[src/rtl/sme_pkg.sv]
// Shared types, codes and fixed-point helpers for the stack machine executor.
package sme_pkg;

    localparam int DATA_W            = 32;
    localparam int DEPTH_W           = 7;
    localparam int STACK_DEPTH_DEF   = 64;
    localparam int FRAC_BITS_DEF     = 16;

    // Opcodes
    localparam logic [2:0] OP_PUSH  = 3'd0;
    localparam logic [2:0] OP_ADD   = 3'd1;
    localparam logic [2:0] OP_SUB   = 3'd2;
    localparam logic [2:0] OP_MUL   = 3'd3;
    localparam logic [2:0] OP_DIV   = 3'd4;
    localparam logic [2:0] OP_OUT   = 3'd5;
    localparam logic [2:0] OP_HALT  = 3'd6;

    // Status codes
    localparam logic [2:0] ST_OK    = 3'd0;
    localparam logic [2:0] ST_HALT  = 3'd1;
    localparam logic [2:0] ST_UNDER = 3'd2;
    localparam logic [2:0] ST_OVER  = 3'd3;
    localparam logic [2:0] ST_BADOP = 3'd4;
    localparam logic [2:0] ST_DIVZ  = 3'd5;
    localparam logic [2:0] ST_STOP  = 3'd6;

    localparam logic [DATA_W-1:0] Q_MAX = 32'h7FFF_FFFF;
    localparam logic [DATA_W-1:0] Q_MIN = 32'h8000_0000;

    typedef struct packed {
        logic [2:0]               action;
        logic signed [DATA_W-1:0] immediate;
    } cmd_t;

    typedef struct packed {
        logic [2:0]               status;
        logic                     out_valid;
        logic signed [DATA_W-1:0] out_value;
        logic [DEPTH_W-1:0]       depth_now;
    } rsp_t;

    // Magnitude of a two's complement word; the most negative value maps to 2^31.
    function automatic logic [DATA_W-1:0] q_mag(input logic [DATA_W-1:0] v);
        logic [DATA_W-1:0] m;
        m = v[DATA_W-1] ? (~v + 32'd1) : v;
        return m;
    endfunction

    // Apply a sign to a magnitude and saturate to the 32-bit signed range.
    function automatic logic [DATA_W-1:0] q_sat(input logic [63:0] mag, input logic neg);
        logic [DATA_W-1:0] r;
        if (neg)
        begin
            if (mag >= 64'h0000_0000_8000_0000)
                r = Q_MIN;
            else
                r = ~mag[DATA_W-1:0] + 32'd1;
        end
        else
        begin
            if (mag > 64'h0000_0000_7FFF_FFFF)
                r = Q_MAX;
            else
                r = mag[DATA_W-1:0];
        end
        return r;
    endfunction

endpackage

[src/rtl/sme_stack_ram.sv]
// Operand stack storage: one write port, one read port with registered read data.
module sme_stack_ram import sme_pkg::*; #(
    parameter int STACK_DEPTH = STACK_DEPTH_DEF,
    parameter int ADDR_W      = $clog2(STACK_DEPTH)
) (
    input  logic              clk,
    input  logic              we,
    input  logic [ADDR_W-1:0] waddr,
    input  logic [DATA_W-1:0] wdata,
    input  logic              re,
    input  logic [ADDR_W-1:0] raddr,
    output logic [DATA_W-1:0] rdata
);

    logic [DATA_W-1:0] mem [STACK_DEPTH];
    logic [DATA_W-1:0] rdata_reg;

    always_ff @(posedge clk)
    begin
        if (we)
            mem[waddr] <= wdata;
    end

    // Hold read data until the next read.
    always_ff @(posedge clk)
    begin
        if (re)
            rdata_reg <= mem[raddr];
    end

    assign rdata = rdata_reg;

endmodule

[config.mk]
export PLATFORM = sky130hd
export DESIGN_NAME = sme_stack_ram
export DESIGN_NICKNAME = d
export VERILOG_FILES = /design/src/rtl/sme_pkg.sv /design/src/rtl/sme_stack_ram.sv
export SDC_FILE = /design/constraint.sdc
export NUM_CORES = 2
export LEC_CHECK = 0
export ABC_AREA = 1
export BUFFER_PORTS_ARGS = -buffer_cell sky130_fd_sc_hd__clkbuf_2
export CAP_MARGIN = 30
export CORE_ASPECT_RATIO = 1.75
export CORE_MARGIN = 8
export CORE_UTILIZATION = 55
export DETAILED_ROUTE_END_ITERATION = 12
export PLACE_DENSITY = 0.76
export SETUP_SLACK_MARGIN = 0.5
export SYNTH_ARGS = -nofsm -noshare
export SYNTH_HDL_FRONTEND = slang
export SYNTH_SLANG_ARGS = --single-unit
[constraint.sdc]
create_clock -name clk -period 5.8 [get_ports clk]
set_input_delay 1.74 -clock clk [delete_from_list [all_inputs] [get_ports clk]]
set_output_delay 1.74 -clock clk [all_outputs]
set_load 0.03 [all_outputs]
==> results.toml <==
[setup_path]
critical_path.startpoint_type = "input port"
critical_path_class = "in -> reg"
r2r-start = "mem[33][8]"
cp_max_fo = 145
rr_worst_depth = 8
required_ns = 6.35
worstSetupEndpointType = "flip-flop"
arrival_ns = 4.28
regToRegSetupSlack_ns = 4.04
r2r-end = "rdata[8]"
worstSetupStartpoint = "raddr[0]"
crit_end = "rdata[15]"

[finish]
largest_reg_flops = 2048
design_area_mm2 = 0.0915
layout-drive-gt1-share_pct = 7.95
fillers = 11132
postLayoutCoreUtil_pct = 61.0
areaGrowthSynthToFinish_pct = 10.1
fin_nets = 6774

[global_routing]
antenna_found_initial = 15
grt_pass1_vias = 52975
track_usage_pct = 27.8
grt_overflow_total = 0
grt_start_max_net_pins = 189
grt_pass1_wl_um = 340000

[synth]
async_flop_share_pct = 0
ys_seq_area_share_pct = 75.2
synth_top_area_share_pct = 75.2
synth_most_common_cell = "nand2_1"
yosys-top-cells-count = "nand2_1, edfxtp_1, nand3_1, buf_2, clkbuf_1"
syn-num-nets = 6816
yosys_register_bits = 2080
ys_types = 15
synth_edf_count = 2080
synth_top_area_cell = "edfxtp_1"
synth_area_per_cell_um2 = 12.3
ys.flop_type = "edfxtp_1"
syn_area_mm2 = 0.0831
ys_warn_count = 0
synthCells = 6769
synthTopCellsByArea = "edfxtp_1, nand3_1, nand2_1"

[timing]
clock_skew_ns = 0.0206
max_freq_mhz = 268
drv_slew = 0
rsz0062_at_grt = "false"
period_needed_ns = 3.74
max-slew-margin-rel_pct = 24.1
post-route-period-util_pct = 64.4
final-hold-violation-count = 0
finalSetupViolations = 0
tightest_slew_ns = 1.14

[floorplan]
die_area_mm2 = 0.164
die-height_um = 530
start_util_pct = 55.3
rows = 188
die_w_um = 310
coreArea_mm2 = 0.150
ios = 79

[drt]
drc = 0
vias_per_cell = 6.20
vias = 54960
drt_iter0_drc = 7723
drt-wirelength-per-cell_um = 26.2
drt_wl_total_um = 232000
ant_nets = 0
first_pass_iters = 9

[flow_run]
cap_violations = 0

[run_status]
status = "complete, no violations"

[clock_network]
cts_tree = "done"
cts_setup_buffers = 0
holdBufCountCts = 0
cts_buffers = 170
path_clk_slew_ns = 0.07
clockBufferDepth = 3
cts.htree.levels = 4
post_cts_resize_count = 0
clockRootBuffer = "clkbuf_16"
clk_latency_ns = 0.81
clock-sinks = 2080

[worst_hold_path]
hp-class = "reg -> reg"

[placed_design]
portBuffers = 78
place_congestion = 0.889
hpwl_um = 132000
dpl-instance-area_mm2 = 0.0859

[power]
ir_drop_mv = 0.276
leakage_uw = 0.0319
p_per_area_mw_per_mm2 = 330
[power by group]
| group | internal, uW | total [uW] | switching [uW] |
|---|---|---|---|
| Combinational | 443 | 1950 | 1510 |
| Sequential | 16700 | 16700 | 66.0 |
| Clock | 6280 | 11500 | 5210 |
| Total | 23400 | 30200 | 6790 |
[through the flow]
step / hold WS (ns) / cells / TNS [ns] / power [uW] / setup slack [ns]
2_1_floorplan: 0.797 / 6769 / -17.92 / 18100 / -0.0700
6_report: 0.904 / 8866 / 0 / 30200 / 2.06
3_5_place_dp: 0.868 / 8548 / 0 / 19000 / 1.48
5_1_grt: 0.953 / 8862 / 0 / 30900 / 2.04
4_1_cts: 0.880 / 8858 / 0 / 30200 / 2.26
3_3_place_gp: 0.872 / 8538 / 0 / 18900 / 1.43
[cell usage in the layout (no fill, tap or decap), drive strengths merged]
cell and count:
nand3 1907, nand4 9, bufinv 16, edfxtp 2080, clkinvlp 5, diode 6, nand2 2248, nor2 56
clkinv 72, clkbuf 254, inv 20, nor4 8, buf 190
[worst min path at each step]
stage | end | depth (start not counted) | slack, ns | start
floorplan | rdata[0] | 8 | 0.80 | mem[14][0]
global placement | rdata[15] | 8 | 0.87 | mem[44][15]
detailed placement | rdata[27] | 8 | 0.87 | mem[20][27]
CTS | rdata[27] | 8 | 0.88 | mem[20][27]
global route | rdata[3] | 8 | 0.95 | mem[16][3]
finish | rdata[27] | 8 | 0.90 | mem[22][27]
[metal layers]
metal	global-route usage, %	up-vias	share of wire, %
li1	-	24021	-
met1	33.1	26868	33
met2	47.6	3371	51
met3	4.58	688	9.5
met4	16.3	12	6.5
met5	0	-	0.033
[critical path: stages]
cell and delay [ns]:
buf_8 0.34, inv_16 0.22, buf_12 0.42, nand2_1 0.19, nand3_1 0.10, nand3_1 0.13, nand3_1 0.15, nand3_1 0.23
nand2_1 0.11, nand2_1 0.09, nand2_1 0.08
[logic make-up (layout without fill, tap and decap cells)]
family / Yosys count / in the layout / synth area share, %
other: 0 / 6 / 0
buffers and inverters: 461 / 557 / 2.77
AND/OR/NAND/NOR: 4228 / 4228 / 22.0
flip-flops: 2080 / 2080 / 75.2
[cell type report]
type	count	area [um2]	share of cell area, %
flip-flops and latches	2080	62500	68.3
well taps	1995	2500	2.73
clock buffers	209	4530	4.95
repair buffers	235	2200	2.40
diodes	6	15.0	0.0164
multi-input cells	4228	18800	20.5
inverters	12	81.3	0.0889
clock inverters	101	930	1.02
(Power assumes the default switching activity.)
