<file path="src/rtl/sme_pkg.sv">
// Shared types, codes and fixed-point helpers for the stack machine executor.
package sme_pkg;

    localparam int DATA_W            = 32;
    localparam int DEPTH_W           = 7;
    localparam int STACK_DEPTH_DEF   = 64;
    localparam int FRAC_BITS_DEF     = 16;

    // Opcodes
    localparam logic [2:0] OP_PUSH  = 3'd0;
    localparam logic [2:0] OP_ADD   = 3'd1;
    localparam logic [2:0] OP_SUB   = 3'd2;
    localparam logic [2:0] OP_MUL   = 3'd3;
    localparam logic [2:0] OP_DIV   = 3'd4;
    localparam logic [2:0] OP_OUT   = 3'd5;
    localparam logic [2:0] OP_HALT  = 3'd6;

    // Status codes
    localparam logic [2:0] ST_OK    = 3'd0;
    localparam logic [2:0] ST_HALT  = 3'd1;
    localparam logic [2:0] ST_UNDER = 3'd2;
    localparam logic [2:0] ST_OVER  = 3'd3;
    localparam logic [2:0] ST_BADOP = 3'd4;
    localparam logic [2:0] ST_DIVZ  = 3'd5;
    localparam logic [2:0] ST_STOP  = 3'd6;

    localparam logic [DATA_W-1:0] Q_MAX = 32'h7FFF_FFFF;
    localparam logic [DATA_W-1:0] Q_MIN = 32'h8000_0000;

    typedef struct packed {
        logic [2:0]               action;
        logic signed [DATA_W-1:0] immediate;
    } cmd_t;

    typedef struct packed {
        logic [2:0]               status;
        logic                     out_valid;
        logic signed [DATA_W-1:0] out_value;
        logic [DEPTH_W-1:0]       depth_now;
    } rsp_t;

    // Magnitude of a two's complement word; the most negative value maps to 2^31.
    function automatic logic [DATA_W-1:0] q_mag(input logic [DATA_W-1:0] v);
        logic [DATA_W-1:0] m;
        m = v[DATA_W-1] ? (~v + 32'd1) : v;
        return m;
    endfunction

    // Apply a sign to a magnitude and saturate to the 32-bit signed range.
    function automatic logic [DATA_W-1:0] q_sat(input logic [63:0] mag, input logic neg);
        logic [DATA_W-1:0] r;
        if (neg)
        begin
            if (mag >= 64'h0000_0000_8000_0000)
                r = Q_MIN;
            else
                r = ~mag[DATA_W-1:0] + 32'd1;
        end
        else
        begin
            if (mag > 64'h0000_0000_7FFF_FFFF)
                r = Q_MAX;
            else
                r = mag[DATA_W-1:0];
        end
        return r;
    endfunction

endpackage

</file>
<file path="src/rtl/sme_divider.sv">
// Restoring unsigned divider, one quotient bit per cycle.
module sme_divider import sme_pkg::*; #(
    parameter int NUM_W = DATA_W + FRAC_BITS_DEF
) (
    input  logic              clk,
    input  logic              rst_n,
    input  logic              start,
    input  logic [NUM_W-1:0]  num,
    input  logic [DATA_W-1:0] den,
    output logic              busy,
    output logic [NUM_W-1:0]  quot
);

    localparam int CNT_W = $clog2(NUM_W + 1);

    logic [CNT_W-1:0]  cnt_reg,  cnt_next;
    logic [NUM_W-1:0]  quot_reg, quot_next;
    logic [DATA_W-1:0] rem_reg,  rem_next;
    logic [DATA_W-1:0] den_reg,  den_next;
    logic [DATA_W:0]   trial;

    always_comb
    begin
        cnt_next  = cnt_reg;
        quot_next = quot_reg;
        rem_next  = rem_reg;
        den_next  = den_reg;
        trial     = {rem_reg, quot_reg[NUM_W-1]};
        if (start)
        begin
            cnt_next  = CNT_W'(NUM_W);
            quot_next = num;
            rem_next  = '0;
            den_next  = den;
        end
        else if (cnt_reg != '0)
        begin
            // Shift the next dividend bit in; subtract when the divisor fits.
            if (trial >= {1'b0, den_reg})
            begin
                rem_next  = DATA_W'(trial - {1'b0, den_reg});
                quot_next = {quot_reg[NUM_W-2:0], 1'b1};
            end
            else
            begin
                rem_next  = trial[DATA_W-1:0];
                quot_next = {quot_reg[NUM_W-2:0], 1'b0};
            end
            cnt_next = cnt_reg - 1'b1;
        end
    end

    always_ff @(posedge clk or negedge rst_n)
    begin
        if (!rst_n)
            cnt_reg <= '0;
        else
            cnt_reg <= cnt_next;
    end

    always_ff @(posedge clk)
    begin
        quot_reg <= quot_next;
        rem_reg  <= rem_next;
        den_reg  <= den_next;
    end

    assign busy = (cnt_reg != '0);
    assign quot = quot_reg;

endmodule
</file>
<file path="config.mk">
export PLATFORM = sky130hd
export DESIGN_NAME = sme_divider
export DESIGN_NICKNAME = d
export VERILOG_FILES = /design/src/rtl/sme_pkg.sv /design/src/rtl/sme_divider.sv
export SDC_FILE = /design/constraint.sdc
export NUM_CORES = 1
export LEC_CHECK = 0
export BUFFER_PORTS_ARGS = -buffer_cell sky130_fd_sc_hd__clkbuf_2
export CAP_MARGIN = 25
export CELL_PAD_IN_SITES_DETAIL_PLACEMENT = 1
export CELL_PAD_IN_SITES_GLOBAL_PLACEMENT = 2
export CORE_MARGIN = 1
export CORE_UTILIZATION = 37
export CTS_BUF_LIST = sky130_fd_sc_hd__clkbuf_4 sky130_fd_sc_hd__clkbuf_8
export CTS_CLUSTER_DIAMETER = 200
export DETAILED_ROUTE_END_ITERATION = 10
export HOLD_SLACK_MARGIN = 0.08
export PLACE_DENSITY = 0.87
export SYNTH_ARGS = -nofsm -noshare
export SYNTH_HDL_FRONTEND = slang
export SYNTH_SLANG_ARGS = --single-unit
</file>
<file path="constraint.sdc">
create_clock -name clk -period 3.96 [get_ports clk]
set_input_delay 0.792 -clock clk [delete_from_list [all_inputs] [get_ports clk]]
set_output_delay 0.792 -clock clk [all_outputs]
set_load 0.02 [all_outputs]
</file>
==> results of run 1 <==
[Yosys cell counts (all sizes together), types with 7 or more instances]
cell | instances | area (sq um)
a21o | 10 | 82.57
a21oi | 37 | 188.9
a311oi | 14 | 160.2
a31oi | 13 | 111.4
and3 | 7 | 53.80
buf | 10 | 86.32
clkbuf | 20 | 75.07
dfxtp | 32 | 640.6
edfxtp | 80 | 2402
ha | 33 | 412.9
inv | 51 | 191.4
mux2 | 47 | 529.3
nand2 | 57 | 221.5
nand3 | 14 | 70.07
nor2 | 49 | 183.9
nor3 | 27 | 135.1
nor4 | 10 | 112.6
o21ai | 16 | 80.08
or3 | 7 | 43.79
xnor2 | 17 | 148.9
xor2 | 9 | 78.83
[power by group through the flow]
stage	clock (mW)	sequential (mW)	combinational, mW
after floorplan	0	1.57	0.322
after global placement	0	1.51	0.554
after detailed placement	0	1.51	0.572
after CTS	1.08	1.49	0.577
after global routing	1.13	1.50	0.624
final	1.05	1.49	0.573
[per-layer routing]
layer  vias up  global-route usage  share of wire
li1       2585                   -              -
met1      2588              0.2393           0.43
met2       118              0.3549           0.50
met3        16             0.05852          0.056
met4         0             0.05983          0.013
met5         -                   0              0
[final timing paths]
| kind | from | end | slack [ns] | cells after the start |
|---|---|---|---|---|
| setup / recovery | den_reg[1] | rem_reg[17] | 0.76 | 12 |
| hold / removal | rst_n | cnt_reg[3] | 0.17 | 1 |
| setup reg to reg | den_reg[1] | rem_reg[17] | 0.76 | 12 |
| hold reg to reg | rem_reg[17] | rem_reg[18] | 0.51 | 2 |
| max in group asynchronous | rst_n | cnt_reg[4] | 3.64 | 1 |
| min in group clk | rem_reg[17] | rem_reg[18] | 0.51 | 2 |
[worst max-delay path, delay by kind of cell (launching register included)]
| family | cells | cell delay (ns) |
|---|---|---|
| simple gates | 2 | 0.26 |
| fa+ha+maj | 1 | 0.28 |
| flops | 1 | 0.40 |
| buf+inv | 2 | 0.30 |
| compound gates | 7 | 1.83 |
[per-stage QoR]
stage,total power [mW],hold WS [ns],cells,util
global placement,2.061,0.4833,970,0.4334
CTS,3.145,0.1476,1002,0.4546
floorplan,1.887,0.4595,636,-
global route,3.262,0.1534,1002,0.4546
finish,3.112,0.1716,1002,0.4546
detailed placement,2.086,0.5006,970,0.4334
[cell type report]
cell class                      instances  area, sq um  share of cell area
Multi-Input combinational cell        437         3204              0.4020
Timing Repair Buffer                  139        730.7             0.09167
Clock buffer                           18        241.5             0.03029
Tap cell                              225        281.5             0.03532
Sequential cell                       118         3193              0.4006
Inverter                               51        191.4             0.02402
Clock inverter                         14        128.9             0.01617
[cells by family (layout without fill, tap and decap cells)]
kind of cell             count (synthesis)  count (layout)  synth area share
AO/OA/AOI/OAI                          130             130            0.1457
XOR/XNOR                                26              26           0.03378
adder cells (fa/ha/maj)                 34              34           0.06422
buffers and inverters                   81             222           0.05234
flip-flops                             118             118            0.4736
multiplexers                            50              50           0.08296
AND/OR/NAND/NOR                        197             197            0.1474
[placed cells by master (no fill, tap or decap), types with 8 or more instances in the layout]
cell type / Yosys / routed
a311oi_1: 8 / 8
clkbuf_2: 0 / 130
xnor2_1: 17 / 17
a31oi_1: 11 / 11
nor4_2: 8 / 9
xor2_1: 9 / 9
nand2_1: 54 / 53
dfxtp_1: 32 / 32
a21oi_1: 36 / 36
mux2_2: 47 / 47
clkbuf_8: 0 / 17
nand3_1: 14 / 14
nor2_1: 49 / 49
a21o_1: 9 / 9
o21ai_0: 14 / 14
nor3_1: 27 / 27
ha_1: 33 / 33
buf_4: 2 / 8
edfxtp_1: 80 / 80
inv_1: 51 / 51
==> out/results.tsv, run 1 <==
stage	metric	value	unit
placed_design	pre_cts_slack	0.7922	ns
setup_path	path_common_cell	a31oi_4	
floorplanning	core-area	17540	sq um
finish	drive_gt1_frac	0.3205	
drt	vias	5307	
floorplanning	rows	48	
floorplanning	die_area	18760	sq um
synth	synth_ff_type	edfxtp_1	
drt	routedWlPerCell	18.07	microns
finish	final_area	7971	sq um
clock_network	htreeDepth	4	
setup_path	crit_slowest_cell	a21oi_2	
global_routing	grt-ovfl-total	0	
floorplanning	pin_count	132	
setup_path	cp.required	4.29	ns
synth	synth_edf_count	80	
clock_network	cts.clk_slew.worst_paths	0.08	ns
clock_network	post_cts_buffers	0	
drt	drcViolationCount	0	
setup_path	cp_max_fo	22	
timing	tns	0	ns
timing	hold_viol	0	
synth	syn-cell-area	6741	sq um
clock_network	cts_tree	built	
placed_design	gp_congestion	0.8518	
synth	yosys_warnings	0	
clock_network	clockRootBuffer	clkbuf_8	
global_routing	grt_pass1_wl	29.49	mm
pwr	p_clk_frac	0.338	
floorplanning	initial_utilization	0.3844	
synth	synth.distinct_cells	60	
clock_network	cts_buffer_depth	2	
timing	finalCritPeriodShare	0.8071	
drt	routed_via_density	5.296	
setup_path	max_stage_delay	0.43	ns
pwr	vdd_ir_drop_max	0.2903	mV
floorplanning	die_h	137.0	microns
clock_network	cts_buffers	17	
finish	syn_to_final_growth	18.24	%
drt	first_pass_iters	4	
drt	drt_iter0_markers	222	
synth	syn_inst	636	
drt	antenna_left	0	
clock_network	clk_latency	0.44	ns
setup_path	cp-end-kind	flop	
pwr	pwr-share-comb	0.184	
clock_network	cts_resized	0	
timing	rsz0062_at_grt	false	
finish	nets	881	
status	status	complete, no violations	
synth	synth-seq-cells	118	
timing	setup_viol	0	
setup_path	start_kind	flop	
timing	fin_skew	0.01791	ns
placed_design	numPortBuffers	131	
timing	worst_pin_slew	0.6322	ns
clock_network	clock_sinks	118	
pwr	p_int	2.169	mW
pwr	p_switching	943.3	uW
pwr	powerDensity	390.4	nW/um^2
pwr	switching_share	0.3031	
clock_network	cts-hold-fix-buffers	0	
synth	syn_avg_cell_area	10.60	sq um
timing	fin_ws	0.7639	ns
setup_path	cp_cell_sequence	inv_1, ha_1, nor2b_1, o2111ai_1, a211oi_2, o31ai_4, a31oi_4, a31oi_4, a21oi_2, buf_12, nand3_1, a311oi_1	
pwr	power.share.sequential	0.478	
setup_path	arrival	3.53	ns
finish	fill_cells	2030	
pwr	leakage	3.417	nW
min_path	hp-class	input pin to async pin	
setup_path	worstSetupPathType	flop to flop	
placed_design	dp_hpwl	13.21	mm
synth	yosysSeqAreaShare	0.4736	
finish	largest_reg_flops	48	
timing	slew_violations	0	
synth	async_flop_share	0.05085	
floorplanning	die_x	137.0	microns
timing	maxSlewHeadroom	0.5785	
finish	antenna-diode-count	0	
global_routing	grt_pass1_vias	5843	
job	cap_violations	0	
global_routing	grt_max_degree	51	
global_routing	grt_use_total	0.2030	
global_routing	antenna_found_initial	0	
drt	wl	18.11	mm
timing	period_needed	3.196	ns
placed_design	place_area	7601	sq um
synth	synth_nets	753	
timing	fmax	312.9	MHz
(Power assumes the default switching activity.)
==> inputs of run 2 (changes only) <==
--- a/config.mk
+++ b/config.mk
@@ -5,12 +5,13 @@
 export SDC_FILE = /design/constraint.sdc
 export NUM_CORES = 1
 export LEC_CHECK = 0
+export ABC_AREA = 1
 export BUFFER_PORTS_ARGS = -buffer_cell sky130_fd_sc_hd__clkbuf_2
 export CAP_MARGIN = 25
 export CELL_PAD_IN_SITES_DETAIL_PLACEMENT = 1
 export CELL_PAD_IN_SITES_GLOBAL_PLACEMENT = 2
 export CORE_MARGIN = 1
-export CORE_UTILIZATION = 37
+export CORE_UTILIZATION = 33
 export CTS_BUF_LIST = sky130_fd_sc_hd__clkbuf_4 sky130_fd_sc_hd__clkbuf_8
 export CTS_CLUSTER_DIAMETER = 200
 export DETAILED_ROUTE_END_ITERATION = 10
==> constraint.sdc (replaced) <==
create_clock -name clk -period 3.3 [get_ports clk]
set_input_delay 0.66 -clock clk [delete_from_list [all_inputs] [get_ports clk]]
set_output_delay 0.66 -clock clk [all_outputs]
set_load 0.02 [all_outputs]
==> run 2 against run 1 <==
Effect of this change: the run now ends with design-rule violations left; sequential share of layout area shrank 4.3 points; sequential cell count unchanged; clock skew is 0.0026 ns lower; highest routed layer unchanged.
==> out/results.tsv, run 2 <==
stage	metric	value	unit	change
pwr	switching_share	0.4455		+0.1424
setup_path	worstSetupPathType	flop to primary output		
global_routing	grt_pass1_vias	7310		+25%
clock_network	cts_buffers	17		unchanged
finish	final_common_cell	nand2_1		
finish	final_cell_mix	nand2_1 (462), inv_1 (188), clkbuf_2 (130), nand3_1 (81), edfxtp_1 (80)		
pwr	power.share.sequential	0.323		-0.155
synth	syn-cell-area	7585	sq um	+13%
floorplanning	die_x	153.6	microns	+12%
clock_network	cts.clk_slew.worst_paths	0.09	ns	about the same
drt	routed_via_density	4.648		-12%
placed_design	pre_cts_slack	0.8161	ns	+0.02389 ns
pwr	pwr-share-comb	0.450		+0.266
synth	synth_area_leader_cell	edfxtp_1		
setup_path	path_common_cell	inv_1		
timing	slew_violations	0		unchanged
synth	synth_nets	1183		+57%
timing	fmax	375.9	MHz	
global_routing	grt_pass1_wl	38.49	mm	+31%
timing	setup_viol	0		unchanged
timing	fin_ws	0.6400	ns	-0.1240 ns
setup_path	cp.required	2.64	ns	-1.65 ns
synth	yosys-top-cells-count	nand2_1 (462), inv_1 (189), nand3_1 (81)		
clock_network	clk_latency	0.46	ns	+0.02 ns
finish	drive_gt1_frac	0.1650		-0.1554
drt	drt_iter0_markers	273		+23%
drt	wl	23.75	mm	+31%
setup_path	critPathBufInv	4		+2
synth	yosys_warnings	0		unchanged
synth	synth.distinct_cells	40		-33%
clock_network	clock_sinks	118		unchanged
timing	maxSlewHeadroom	0.4112		-0.1673
pwr	fin_total_pwr	6.145	mW	+97%
global_routing	grt-ovfl-total	0		unchanged
placed_design	place_area	8537	sq um	+12%
setup_path	arrival	2.00	ns	-1.53 ns
clock_network	cts_tree	built		
timing	rsz0062_at_grt	false		
synth	async_flop_share	0.05085		unchanged
clock_network	htreeDepth	4		unchanged
setup_path	cp_max_fo	4		-82%
timing	hold_viol	0		unchanged
pwr	p_clk_frac	0.227		-0.111
synth	ys_top_cells_by_area	edfxtp_1 (32%), nand2_1 (23%), inv_1 (9.4%), dfxtp_1 (8.4%), ha_1 (5.4%)		
timing	fin_skew	0.01529	ns	-0.002614 ns
drt	routedWlPerCell	15.87	microns	-12%
synth	synth_ff_type	edfxtp_1		
timing	worst_pin_slew	0.8832	ns	+0.2510 ns
placed_design	dp_hpwl	18.09	mm	+37%
clock_network	clockRootBuffer	clkbuf_8		
clock_network	cts_buffer_depth	2		unchanged
clock_network	cts_resized	0		unchanged
finish	largest_reg_flops	48		unchanged
floorplanning	pin_count	132		unchanged
setup_path	max_stage_delay	0.40	ns	-0.03 ns
pwr	vdd_ir_drop_max	0.2381	mV	-18%
status	status	finished, violations left		
timing	tns	0	ns	unchanged
floorplanning	core-area	22570	sq um	+29%
placed_design	gp_congestion	0.8823		+3.6%
min_path	hp-class	input pin to flop		
pwr	p_switching	2.738	mW	+190%
drt	first_pass_iters	8		+4
setup_path	cp-end-kind	primary output		
setup_path	cp_cell_sequence	inv_1, ha_1, inv_1, nor3_1, nand2_1, nor2_1, inv_1, clkbuf_2		
synth	syn_inst	1066		+68%
status	violations	design-rule violations		
drt	drcViolationCount	2		+2
job	cap_violations	0		unchanged
synth	synth.most_common_cell	nand2_1		
floorplanning	initial_utilization	0.3360		-0.04839
floorplanning	die_h	153.6	microns	+12%
pwr	p_int	3.407	mW	+57%
drt	vias	6958		+31%
synth	synth_top_area_frac	0.3167		-0.03962
setup_path	start_kind	flop		
finish	syn_to_final_growth	17.88	%	
setup_path	crit_family	simple AND/OR/NAND/NOR gates		
finish	antenna-diode-count	0		unchanged
pwr	powerDensity	687.2	nW/um^2	+76%
synth	yosysSeqAreaShare	0.4210		-0.05266
finish	nets	1316		+49%
timing	period_needed	2.660	ns	
setup_path	crit_slowest_cell	dfrtp_1		
synth	syn_avg_cell_area	7.115	sq um	-33%
placed_design	numPortBuffers	131		unchanged
pwr	leakage	4.928	nW	+44%
global_routing	grt_use_total	0.2099		+0.006908
floorplanning	rows	55		+15%
floorplanning	die_area	23590	sq um	+26%
global_routing	grt_max_degree	72		+41%
finish	final_area	8941	sq um	+12%
drt	antenna_left	0		unchanged
synth	synth-seq-cells	118		unchanged
synth	synth_edf_count	80		unchanged
global_routing	antenna_found_initial	0		unchanged
timing	finalCritPeriodShare	0.8061		
run 2: changes by cell type after synthesis, sizes merged, moves of 10 or more:
cell    previous run  this run
nand2             57       469
inv               51       193
nand3             14        82
mux2              47         0
nor3              27         9
a21oi             37        21
a311oi            14         0
a31oi             13         1
nand3b             2        13
a21o              10         0
run 2: what timing repair did:
action	in CTS	in global routing
setup buffers	0	0
hold buffers	1	0
hold endpoints to repair	6	0
run 2: kinds of logic (layout without fill, tap and decap cells):
family | Yosys count | after routing | synth area share
AND/OR/NAND/NOR | 636 | 636 | 0.3593
buffers and inverters | 219 | 365 | 0.1143
flip-flops | 118 | 118 | 0.4210
AO/OA/AOI/OAI | 45 | 45 | 0.03217
adder cells (fa/ha/maj) | 34 | 34 | 0.05708
XOR/XNOR | 14 | 14 | 0.01617
run 2: area by class of cell:
cell class	instances	area, sq um
tap	285	356.6
multi-input combinational	729	3525
clock inverter	15	160.2
timing repair buffer	140	748.2
inverter	193	724.4
clock buffer	17	234.0
sequential	118	3193
fill	2909	13630
run 2: metrics by stage:
| stage | utilization | instances | hold WS [ns] |
|---|---|---|---|
| floorplan | - | 1066 | 0.3644 |
| global placement | 0.3770 | 1463 | 0.4605 |
| detailed placement | 0.3782 | 1464 | 0.4644 |
| CTS | 0.3961 | 1497 | 0.3429 |
| global route | 0.3961 | 1497 | 0.3349 |
| finish | 0.3961 | 1497 | 0.3762 |
run 2: final timing paths:
path	from	endpoint	slack, ns	cells after the start
setup / recovery	cnt_reg[0]	busy	0.64	8
hold / removal	den[6]	den_reg[6]	0.38	1
setup reg to reg	den_reg[24]	rem_reg[16]	0.82	12
hold reg to reg	rem_reg[31]	rem_reg[31]	0.48	2
max in group asynchronous	rst_n	cnt_reg[0]	2.56	2
min in group asynchronous	rst_n	cnt_reg[5]	0.57	2
run 2: power by group through the flow:
stage | registers, mW | clock network [mW] | logic [mW]
2_1_floorplan | 2.05 | 0 | 1.96
3_3_place_gp | 2.01 | 0 | 2.73
3_5_place_dp | 2.01 | 0 | 2.76
4_1_cts | 1.99 | 1.44 | 2.78
5_1_grt | 2.02 | 1.50 | 3.12
6_report | 1.99 | 1.40 | 2.76
run 2: layer usage:
layer | vias up | GRT usage | wire length [microns]
li1 | 3571 | - | -
met3 | 11 | 0.06201 | 1457
met4 | 0 | 0.05095 | 210
met2 | 138 | 0.3390 | 10850
met1 | 3238 | 0.2743 | 11230
met5 | - | 0 | 0
run 2: worst reg2reg max path: cells and delay by family (launching register included):
kind                     cells  cell delay (ns)
AND/OR/NAND/NOR              9             1.54
buffers and inverters        1             0.04
adder cells (fa/ha/maj)      1             0.38
flip-flops                   1             0.33
AO/OA/AOI/OAI                1             0.07
